## config.mk

```make
export PLATFORM = sky130hd
export DESIGN_NAME = lru_page_replacement_flat
export DESIGN_NICKNAME = d
export VERILOG_FILES = /design/src/sv/lrupr_pkg.sv /design/src/sv/lrupr_if.sv /design/src/sv/lrupr_cell.sv /design/src/sv/lru_page_replacement.sv /design/src/flat_wrapper.sv
export SDC_FILE = /design/constraint.sdc
export NUM_CORES = 1
export LEC_CHECK = 0
export ABC_AREA = 1
export BUFFER_PORTS_ARGS = -buffer_cell sky130_fd_sc_hd__buf_4
export CORE_ASPECT_RATIO = 1.75
export CORE_MARGIN = 2
export CORE_UTILIZATION = 35
export CTS_BUF_LIST = sky130_fd_sc_hd__clkbuf_2 sky130_fd_sc_hd__clkbuf_4 sky130_fd_sc_hd__clkbuf_8
export CTS_CLUSTER_SIZE = 40
export DETAILED_ROUTE_END_ITERATION = 10
export RECOVER_POWER = 25
export REMOVE_ABC_BUFFERS = 1
export SYNTH_ARGS = -nofsm -noshare
export SYNTH_HDL_FRONTEND = slang
export SYNTH_SLANG_ARGS = --single-unit
export TNS_END_PERCENT = 20
```

## constraint.sdc

```tcl
create_clock -name clock -period 5.36 [get_ports clock]
set_clock_uncertainty 0.05 [all_clocks]
set_input_delay 0.804 -clock clock [delete_from_list [all_inputs] [get_ports clock]]
set_output_delay 0.804 -clock clock [all_outputs]
set_load 0.005 [all_outputs]
```

## src/sv/lrupr_pkg.sv

```systemverilog
`timescale 1ns / 1ps

package lrupr_pkg;

   localparam int FRAMES      = 8;
   localparam int PAGE_BITS   = 16;
   localparam int IN_BITS     = 16;
   localparam int FRAME_BITS  = (FRAMES > 1) ? $clog2(FRAMES) : 1;
   localparam int STORE_BITS  = (PAGE_BITS < IN_BITS) ? PAGE_BITS : IN_BITS;
   localparam int INDEX_BITS  = 3;
   localparam int COUNT_BITS  = 32;

   typedef logic [STORE_BITS-1:0] page_type;
   typedef logic [FRAME_BITS-1:0] frame_type;

   // one recency slot: the frame at this position and what it holds
   typedef struct packed {
      logic      valid;
      frame_type frame;
      page_type  page;
   } entry_type;

endpackage

```

## src/sv/lrupr_if.sv

```systemverilog
`timescale 1ns / 1ps

interface lrupr_req_if;
   logic                        valid;
   logic                        ready;
   logic [lrupr_pkg::IN_BITS-1:0] page_number;

   modport source (output valid, output page_number, input ready);
   modport sink   (input valid, input page_number, output ready);
endinterface

interface lrupr_rsp_if;
   logic                                valid;
   logic                                ready;
   logic                                hit;
   logic [lrupr_pkg::INDEX_BITS-1:0]    frame_index;
   logic                                evicted_valid;
   logic [lrupr_pkg::IN_BITS-1:0]       evicted_page;
   logic [lrupr_pkg::COUNT_BITS-1:0]    faults_so_far;

   modport source (output valid, output hit, output frame_index, output evicted_valid,
                   output evicted_page, output faults_so_far, input ready);
   modport sink   (input valid, input hit, input frame_index, input evicted_valid,
                   input evicted_page, input faults_so_far, output ready);
endinterface

```

## src/sv/lrupr_cell.sv

```systemverilog
`timescale 1ns / 1ps

module lrupr_cell (
   input  logic                 clock,
   input  logic                 reset,
   input  lrupr_pkg::frame_type init_frame,
   input  logic                 step,
   input  lrupr_pkg::page_type  page,
   input  lrupr_pkg::entry_type up_entry,
   input  logic                 hit_before,
   output lrupr_pkg::entry_type entry,
   output logic                 match,
   output logic                 hit_after
);

   lrupr_pkg::entry_type ent_ff, ent_in;

   assign match     = ent_ff.valid && (ent_ff.page == page);
   assign hit_after = hit_before | match;
   assign entry     = ent_ff;

   // on an accepted request, shift in from the more recent neighbor unless the hit lies above us
   always_comb begin
      ent_in = ent_ff;
      if (step && !hit_before) begin
         ent_in = up_entry;
      end
   end

   always_ff @(posedge clock) begin
      if (reset) begin
         ent_ff.valid <= 1'b0;
         ent_ff.frame <= init_frame;
         ent_ff.page  <= '0;
      end else begin
         ent_ff <= ent_in;
      end
   end

endmodule

```

## src/sv/lru_page_replacement.sv

```systemverilog
`timescale 1ns / 1ps

// channel  | dir | beat contents
// req_bus  | in  | page_number
// rsp_bus  | out | hit, frame_index, evicted_valid, evicted_page, faults_so_far
//
// One request per cycle while the response is taken; its response appears in the cycle after acceptance.
// All frames are compared in parallel and the row of recency cells shifts
// in the same cycle, so the compare and shift across the cell row set the cycle.
// Reset clears valid marks, restores the initial recency order and the fault count.
// A stalled response holds in the output register; a new request is taken as it leaves.

module lru_page_replacement (
   input  logic         clock,
   input  logic         reset,
   lrupr_req_if.sink    req_bus,
   lrupr_rsp_if.source  rsp_bus
);

   localparam int N = lrupr_pkg::FRAMES;

   lrupr_pkg::page_type  page;
   lrupr_pkg::entry_type entries   [N];
   lrupr_pkg::entry_type up_entries[N];
   logic [N-1:0]         match_bits;
   logic [N:0]           hit_chain;
   lrupr_pkg::frame_type hit_frame;
   lrupr_pkg::frame_type used_frame;
   lrupr_pkg::entry_type tail;
   logic                 found;
   logic                 step;

   logic                                  rsp_valid_ff, rsp_valid_in;
   logic                                  hit_ff;
   logic [lrupr_pkg::INDEX_BITS-1:0]      index_ff;
   logic                                  ev_valid_ff;
   logic [lrupr_pkg::IN_BITS-1:0]         ev_page_ff;
   logic [lrupr_pkg::COUNT_BITS-1:0]      fault_ff, fault_in;

   assign page            = lrupr_pkg::STORE_BITS'(req_bus.page_number);
   assign req_bus.ready   = !rsp_valid_ff || rsp_bus.ready;
   assign step            = req_bus.valid && req_bus.ready;
   assign hit_chain[0]    = 1'b0;
   assign found           = hit_chain[N];
   assign tail            = entries[N-1];

   always_comb begin
      hit_frame = '0;
      for (int p = 0; p < N; p++) begin
         if (match_bits[p]) begin
            hit_frame = hit_frame | entries[p].frame;
         end
      end
   end

   // a miss takes the least recent slot, which is also the next empty frame while filling
   assign used_frame = found ? hit_frame : tail.frame;

   genvar g;
   generate
      for (g = 0; g < N; g++) begin : g_cell
         if (g == 0) begin : g_head
            assign up_entries[g] = '{valid: 1'b1, frame: used_frame, page: page};
         end else begin : g_body
            assign up_entries[g] = entries[g-1];
         end

         lrupr_cell u_cell (
            .clock      (clock),
            .reset      (reset),
            .init_frame (lrupr_pkg::FRAME_BITS'(N - 1 - g)),
            .step       (step),
            .page       (page),
            .up_entry   (up_entries[g]),
            .hit_before (hit_chain[g]),
            .entry      (entries[g]),
            .match      (match_bits[g]),
            .hit_after  (hit_chain[g+1])
         );
      end
   endgenerate

   always_comb begin
      fault_in = fault_ff;
      if (step && !found && (fault_ff != {lrupr_pkg::COUNT_BITS{1'b1}})) begin
         fault_in = fault_ff + 1'b1;
      end
      rsp_valid_in = rsp_valid_ff;
      if (step) begin
         rsp_valid_in = 1'b1;
      end else if (rsp_bus.ready) begin
         rsp_valid_in = 1'b0;
      end
   end

   always_ff @(posedge clock) begin
      if (reset) begin
         rsp_valid_ff <= 1'b0;
         fault_ff     <= '0;
      end else begin
         rsp_valid_ff <= rsp_valid_in;
         fault_ff     <= fault_in;
      end
   end

   always_ff @(posedge clock) begin
      if (step) begin
         hit_ff      <= found;
         index_ff    <= lrupr_pkg::INDEX_BITS'(used_frame);
         ev_valid_ff <= !found && tail.valid;
         ev_page_ff  <= (!found && tail.valid) ? lrupr_pkg::IN_BITS'(tail.page) : '0;
      end
   end

   assign rsp_bus.valid         = rsp_valid_ff;
   assign rsp_bus.hit           = hit_ff;
   assign rsp_bus.frame_index   = index_ff;
   assign rsp_bus.evicted_valid = ev_valid_ff;
   assign rsp_bus.evicted_page  = ev_page_ff;
   assign rsp_bus.faults_so_far = fault_ff;

endmodule
```

## src/flat_wrapper.sv

```systemverilog
// flat-port wrapper written by rule: the top's interface ports become plain ports
module lru_page_replacement_flat 
  (clock, reset, req_bus_valid, req_bus_page_number, req_bus_ready, rsp_bus_valid, rsp_bus_hit, rsp_bus_frame_index, rsp_bus_evicted_valid, rsp_bus_evicted_page, rsp_bus_faults_so_far, rsp_bus_ready);
  lrupr_req_if req_bus_i ();
  lrupr_rsp_if rsp_bus_i ();
  input  logic clock;
  input  logic reset;
  input wire logic [$bits(req_bus_i.valid)-1:0] req_bus_valid;
  input wire logic [$bits(req_bus_i.page_number)-1:0] req_bus_page_number;
  output wire logic [$bits(req_bus_i.ready)-1:0] req_bus_ready;
  output wire logic [$bits(rsp_bus_i.valid)-1:0] rsp_bus_valid;
  output wire logic [$bits(rsp_bus_i.hit)-1:0] rsp_bus_hit;
  output wire logic [$bits(rsp_bus_i.frame_index)-1:0] rsp_bus_frame_index;
  output wire logic [$bits(rsp_bus_i.evicted_valid)-1:0] rsp_bus_evicted_valid;
  output wire logic [$bits(rsp_bus_i.evicted_page)-1:0] rsp_bus_evicted_page;
  output wire logic [$bits(rsp_bus_i.faults_so_far)-1:0] rsp_bus_faults_so_far;
  input wire logic [$bits(rsp_bus_i.ready)-1:0] rsp_bus_ready;
  assign req_bus_i.valid = req_bus_valid;
  assign req_bus_i.page_number = req_bus_page_number;
  assign req_bus_ready = req_bus_i.ready;
  assign rsp_bus_valid = rsp_bus_i.valid;
  assign rsp_bus_hit = rsp_bus_i.hit;
  assign rsp_bus_frame_index = rsp_bus_i.frame_index;
  assign rsp_bus_evicted_valid = rsp_bus_i.evicted_valid;
  assign rsp_bus_evicted_page = rsp_bus_i.evicted_page;
  assign rsp_bus_faults_so_far = rsp_bus_i.faults_so_far;
  assign rsp_bus_i.ready = rsp_bus_ready;
  lru_page_replacement u_core (.clock(clock), .reset(reset), .req_bus(req_bus_i), .rsp_bus(rsp_bus_i));
endmodule
```

==> results.json, run 1 <==
{
  "status": "finished with violations",
  "failed_checks": "max-capacitance violations, max-slew violations",
  "layout-drive-gt1-share_pct": 11.0,
  "nets": 1570,
  "gr-total-overflow": 0,
  "pwr-share-seq_pct": 48.1,
  "layout.cells.non_filler": 1953,
  "cts_hold_buf": 0,
  "ys_types": 38,
  "synthCells": 1508,
  "synth_warnings": 0,
  "drc_errors": 0,
  "power_density_mw_per_mm2": 317,
  "ctsHtreeMaxLevel": 2,
  "ff_latch_area_mm2": 0.00449,
  "slew_headroom_pct": -34.3,
  "num_vias": 9696,
  "critPathRequiredTime_ns": 5.77,
  "cts-root-buf": "clkbuf_8",
  "final_area_mm2": 0.0117,
  "clkSinkCount": 214,
  "place_inst": 1894,
  "ios": 75,
  "core_area_mm2": 0.0293,
  "tightest_slew_ns": 2.02,
  "cpPeakStageDelay_ns": 1.46,
  "ir_worst_vdd_mv": 0.213,
  "cts_resized": 0,
  "cp_top_family": "simple AND/OR/NAND/NOR gates",
  "wl_per_cell_um": 16.8,
  "hp-class": "flop to flop",
  "worstSetupPathType": "primary input to flop",
  "start_util_pct": 35.4,
  "combPwrFrac_pct": 12.3,
  "die-height_um": 232,
  "grt_pass1_vias": 9415,
  "crit_chain": "clkbuf_4 -> inv_1 -> nand2_1 -> nand2_1 -> inv_1 -> clkbuf_1 -> nand2_1 -> nor2_4 -> nand2_1 -> nand2_1 -> nand2_1 -> nor2_1",
  "arrival_ns": 4.45,
  "dieArea_mm2": 0.0310,
  "drtIter0Drc": 568,
  "portBuffers": 74,
  "p_int_mw": 2.67,
  "dp_hpwl_mm": 24.2,
  "grt.total_usage_pct": 21.2,
  "postLayoutCoreUtil_pct": 40.0,
  "synth_area_per_cell_um2": 6.87,
  "drt-total-wl_mm": 32.9,
  "viasPerCell": 4.96,
  "clockBufferDepth": 3,
  "rsz0062_at_grt": "false",
  "critPathCaptureType": "flop",
  "cts_tree": "built",
  "p_clk_share_pct": 39.6,
  "rows": 83,
  "p_leak_nw": 4.95,
  "p_sw_mw": 1.05,
  "syn-cell-area_mm2": 0.0104,
  "cts_inserted_buffers": 35,
  "hold_violations": 0,
  "cts_setup_buffers": 0,
  "fillCellCount": 3125,
  "place_congestion": 0.964,
  "detail-route-antenna-nets": 0,
  "drv_slew": 35,
  "insertion_delay_ns": 0.54,
  "p_sw_share_pct": 28.2,
  "final-setup-viol-count": 0,
  "postPlaceCellArea_mm2": 0.0110,
  "fin_crit_ns": 4.04,
  "multi_input_area_mm2": 0.00485,
  "cp_slowest_cell": "clkbuf_1",
  "area.growth.synth_to_final_pct": 13.2,
  "seq_area_frac_synth_pct": 43.4,
  "total_power_mw": 3.71,
  "dr.pass1.iters": 5,
  "drv_cap": 1,
  "crit_path_start_kind": "primary input",
  "die_w_um": 134,
  "grt_pass1_wl_mm": 50.7,
  "grt_max_degree": 63,
  "path_buf_inv": 4,
  "crit_fanout": 57,
  "synth_seq_cells": 214,
  "fmax_mhz": 247,
  "fin_tns_setup_ns": 0,
  "post-route-period-util_pct": 75.4,
  "path_common_cell": "nand2_1",
  "path_clk_slew_ns": 0.06,
  "antenna_found_initial": 1
}
## final timing paths
| kind | from | to | slack (ns) | cells after the start |
|---|---|---|---|---|
| setup reg to reg | u_core.rsp_bus.valid$_SDFFE_PP0P_ | u_core.rsp_bus.faults_so_far[24]$_SDFFE_PP0P_ | 1.38 | 10 |
| hold reg to reg | u_core.g_cell[0].u_cell.entry[18]$_SDFFE_PP1P_ | u_core.g_cell[0].u_cell.entry[18]$_SDFFE_PP1P_ | 0.42 | 2 |
| hold / removal | u_core.g_cell[0].u_cell.entry[18]$_SDFFE_PP1P_ | u_core.g_cell[0].u_cell.entry[18]$_SDFFE_PP1P_ | 0.42 | 2 |
| setup / recovery | rsp_bus_ready | u_core.rsp_bus.faults_so_far[24]$_SDFFE_PP0P_ | 1.32 | 12 |
## final cells by class
cell class              instances  share of cell area, %
multi-input cells            1053                   41.4
diodes                          1                 0.0213
clock inverters                 1                 0.0640
flip-flops and latches        214                   38.3
inverters                     164                   5.27
repair buffers                 81                   4.96
clock buffers                  57                   5.89
well taps                     382                   4.08
## worst min-delay path: stages (launching register included)
cell	delay [ns]
dfxtp_1	0.33
a21oi_1	0.06
nand2_1	0.05
## placed cells by master, fill, tap and decap left out, types with 3 or more instances in the layout
cell	netlist	final
nand2_1	387	387
nor2_1	209	209
dfxtp_1	193	193
inv_1	148	147
a21oi_1	142	142
o21ai_0	131	131
nand3_1	60	60
clkbuf_4	0	59
clkbuf_8	0	42
buf_4	8	30
edfxtp_1	21	21
xor2_1	19	19
inv_2	16	16
o22ai_1	16	16
nor3_1	13	13
o211ai_1	11	11
nand4_1	10	10
o21ai_1	7	7
clkbuf_1	32	7
nand3b_1	6	6
nand3_2	5	5
nor2_4	5	5
xnor2_1	4	4
nor2_2	4	4
or2_1	3	3
nand2_2	3	3
nand3_4	3	3
nor4_1	3	3
## cells by family after synthesis
logic type / share of synthesized area (%)
AOI/OAI and AO/OA: 15.5
xor gates and xnor gates: 1.94
adders and majority gates: 0.121
buffers and inverters: 9.80
DFF: 43.4
and+or+nand+nor: 29.2
## cell usage after synthesis (all sizes together)
library cell | instances | share of area, %
nand2 | 391 | 14
nor2 | 219 | 8.6
dfxtp | 193 | 37
inv | 164 | 5.9
a21oi | 142 | 6.9
o21ai | 138 | 6.7
nand3 | 68 | 3.9
buf | 45 | 2.7
clkbuf | 32 | 1.2
edfxtp | 21 | 6.1
xor2 | 19 | 1.6
o22ai | 16 | 0.97
nor3 | 14 | 0.72
o211ai | 11 | 0.80
nand4 | 10 | 0.60
nand3b | 6 | 0.43
or2 | 5 | 0.30
xnor2 | 4 | 0.34
nor4 | 3 | 0.18
nor3b | 2 | 0.14
o221ai | 2 | 0.17
and3 | 1 | 0.060
ha | 1 | 0.12
o2111ai | 1 | 0.085
## state kept, by name, indices dropped and copies added, names as in the netlist
register	count
u_core.rsp_bus.evicted_page	16
u_core.rsp_bus.frame_index	3
u_core.rsp_bus.evicted_valid	1
u_core.rsp_bus.hit	1
u_core.rsp_bus.faults_so_far	32
u_core.rsp_bus.valid	1
u_core.g_cell.u_cell.entry	160
## power groups by stage
stage          Combinational, mW  Sequential, mW  Clock (mW)
3_5_place_dp               0.455            1.82           0
6_report                   0.455            1.79        1.47
3_3_place_gp               0.452            1.82           0
4_1_cts                    0.457            1.78        1.51
5_1_grt                    0.512            1.79        1.57
2_1_floorplan              0.286            1.80           0
## metal layers
metal	share of wire, %	track usage, %
met5	0	0
met4	8.9	17.5
met3	4.2	3.02
met2	52	39.2
met1	35	20.5
## through the flow
stage | worst slack (ns) | hold slack (ns)
final | 1.32 | 0.422
after global routing | 0.781 | 0.445
after CTS | 1.68 | 0.423
after detailed placement | 1.11 | 0.414
after global placement | 1.19 | 0.406
after floorplan | 0.718 | 0.383
Note: power is estimated with default switching activity, not from simulation.
==> run 2: changes to the inputs <==
==> constraint.sdc (replaced) <==
create_clock -name clock -period 4.1 [get_ports clock]
set_clock_uncertainty 0.05 [all_clocks]
set_input_delay 0.615 -clock clock [delete_from_list [all_inputs] [get_ports clock]]
set_output_delay 0.615 -clock clock [all_outputs]
set_load 0.005 [all_outputs]
==> results.json, run 2 (same netlist as run 1, synthesis figures left out) <==
{
  "status": "completed",
  "layout_commonest_cell": "nand2_1",
  "num_vias": 9840,
  "p_sw_mw": 1.40,
  "slew_headroom_pct": 10.6,
  "drc_errors": 0,
  "power_density_mw_per_mm2": 417,
  "wl_per_cell_um": 17.2,
  "hold_violations": 0,
  "drt-total-wl_mm": 33.8,
  "dieArea_mm2": 0.0310,
  "whs_endpoint": "u_core.rsp_bus.valid$_SDFFE_PP0P_",
  "hp-class": "primary input to flop",
  "ir_worst_vdd_mv": 0.232,
  "met2_length_mm": 17.5,
  "drtIter0Drc": 601,
  "combPwrFrac_pct": 12.2,
  "cts_tree": "built",
  "grt.total_usage_pct": 22.0,
  "cts_setup_buffers": 0,
  "critPathRequiredTime_ns": 4.53,
  "antenna_found_initial": 1,
  "worst_r2r_endpoint": "u_core.g_cell[7].u_cell.entry[15]$_SDFFE_PP0P_",
  "fmax_mhz": 310,
  "dp_hpwl_mm": 24.8,
  "fillCellCount": 3159,
  "drv_slew": 0,
  "postPlaceCellArea_mm2": 0.0111,
  "ios": 75,
  "portBuffers": 74,
  "final-setup-viol-count": 0,
  "start_util_pct": 35.4,
  "drv_cap": 0,
  "gr-total-overflow": 0,
  "path_common_cell": "nand2_1",
  "m1WireLength_mm": 12.0,
  "wl_met3_mm": 1.45,
  "hold_path_depth": 4,
  "dr.pass1.iters": 5,
  "final_cell_mix": "nand2_1 (388), nor2_1 (209), dfxtp_1 (193)",
  "detail-route-antenna-nets": 0,
  "cts_resized": 0,
  "critPathCaptureType": "flop",
  "reg2reg_setup_slack_ns": 0.87,
  "pre_cts_ws_ns": 0.404,
  "fin_crit_ns": 3.23,
  "die_w_um": 134,
  "path_buf_inv": 1,
  "rsz0062_at_grt": "false",
  "fin_tns_setup_ns": 0,
  "multi_input_area_mm2": 0.00485,
  "viasPerCell": 5.02,
  "crit_path_start_kind": "flop",
  "rows": 83,
  "layout-drive-gt1-share_pct": 11.5,
  "cts_hold_buf": 0,
  "nets": 1573,
  "grt_pass1_vias": 9492,
  "core_area_mm2": 0.0293,
  "largest_register_ffs": 160,
  "p_leak_nw": 5.01,
  "arrival_ns": 3.66,
  "cp_top_family": "simple AND/OR/NAND/NOR gates",
  "top_layer_used": "met4",
  "p_sw_share_pct": 28.4,
  "ff_latch_area_mm2": 0.00449,
  "ctsHtreeMaxLevel": 2,
  "insertion_delay_ns": 0.55,
  "p_clk_share_pct": 40.3,
  "clockBufferDepth": 3,
  "cp_slowest_cell": "nor2_8",
  "pwr-share-seq_pct": 47.5,
  "worstSetupPathType": "flop to flop",
  "cts-root-buf": "clkbuf_8",
  "cpPeakStageDelay_ns": 0.58,
  "cts_inserted_buffers": 35,
  "crit_fanout": 50,
  "postLayoutCoreUtil_pct": 40.3,
  "die-height_um": 232,
  "area.growth.synth_to_final_pct": 14.0,
  "tightest_slew_ns": 1.34,
  "post-route-period-util_pct": 78.8,
  "path_clk_slew_ns": 0.06,
  "clkSinkCount": 214,
  "final_area_mm2": 0.0118,
  "hold_path.startpoint": "rsp_bus_ready",
  "place_congestion": 0.961,
  "fin_ws_ns": 0.869,
  "grt_pass1_wl_mm": 52.1,
  "r2r_cells": 14,
  "timing.rr.start": "u_core.g_cell[0].u_cell.entry[6]$_SDFFE_PP0P_",
  "p_int_mw": 3.53,
  "crit_chain": "inv_1 -> o21ai_1 -> nor2_1 -> nand2_1 -> nor2_1 -> nand3_2 -> nand2_1 -> nor2_4 -> nand2_4 -> nor2_8 -> nand3_4 -> nand2_1 -> nand2_1 -> nor2_1",
  "grt_max_degree": 74
}
-- run 2: changes by cell type in the layout (fill, tap and decap cells not counted), moves of 2 or more --
cell,delta
clkbuf_4,-15
clkbuf_8,-2
clkinv_2,+3
clkbuf_1,-3
buf_12,+2
buf_4,+19
-- run 2: power groups by stage --
| stage | registers [mW] | logic, mW | clock network, mW |
|---|---|---|---|
| floorplan | 2.35 | 0.375 | 0 |
| global placement | 2.38 | 0.600 | 0 |
| detailed placement | 2.38 | 0.603 | 0 |
| CTS | 2.34 | 0.607 | 2.03 |
| global route | 2.35 | 0.677 | 2.12 |
| finish | 2.34 | 0.603 | 1.98 |
-- run 2: final cells by class --
class                   count  area share (%)
multi-input cells        1053            41.0
flip-flops and latches    214            38.0
clock buffers              55            5.61
repair buffers             84            5.42
inverters                 164            5.23
well taps                 382            4.05
clock inverters             7           0.583
diodes                      1          0.0212
-- run 2: how the worst max path moves through the flow --
stage / depth (start not counted) / slack [ns] / startpoint / to
2_1_floorplan: 11 / -0.35 / rsp_bus_ready / u_core.g_cell[6].u_cell.entry[16]$_SDFFE_PP1P_
6_report: 14 / 0.87 / u_core.g_cell[0].u_cell.entry[6]$_SDFFE_PP0P_ / u_core.g_cell[7].u_cell.entry[15]$_SDFFE_PP0P_
3_3_place_gp: 15 / 0.50 / req_bus_page_number[13] / u_core.g_cell[7].u_cell.entry[8]$_SDFFE_PP0P_
4_1_cts: 14 / 0.94 / u_core.g_cell[0].u_cell.entry[6]$_SDFFE_PP0P_ / u_core.g_cell[7].u_cell.entry[15]$_SDFFE_PP0P_
5_1_grt: 15 / 0.56 / u_core.g_cell[0].u_cell.entry[1]$_SDFFE_PP0P_ / u_core.g_cell[7].u_cell.entry[6]$_SDFFE_PP0P_
3_5_place_dp: 16 / 0.40 / req_bus_page_number[13] / u_core.g_cell[7].u_cell.entry[15]$_SDFFE_PP0P_
-- run 2: tightest hold or removal path, stage by stage --
cell,delay [ns]
buf_4,0.07
inv_1,0.03
nand2_1,0.09
a21oi_1,0.07
-- run 2: metrics by stage --
stage	total power, mW	std cells	hold slack (ns)
CTS	4.98	1959	0.325
floorplan	2.72	1431	0.383
detailed placement	2.98	1897	0.413
global placement	2.98	1897	0.405
finish	4.93	1960	0.345
global route	5.15	1960	0.361
-- run 2: layer usage --
layer	vias up	global-route usage, %
li1	4907	-
met1	4523	21.4
met2	289	41.0
met3	121	3.37
met4	0	16.7
met5	-	0
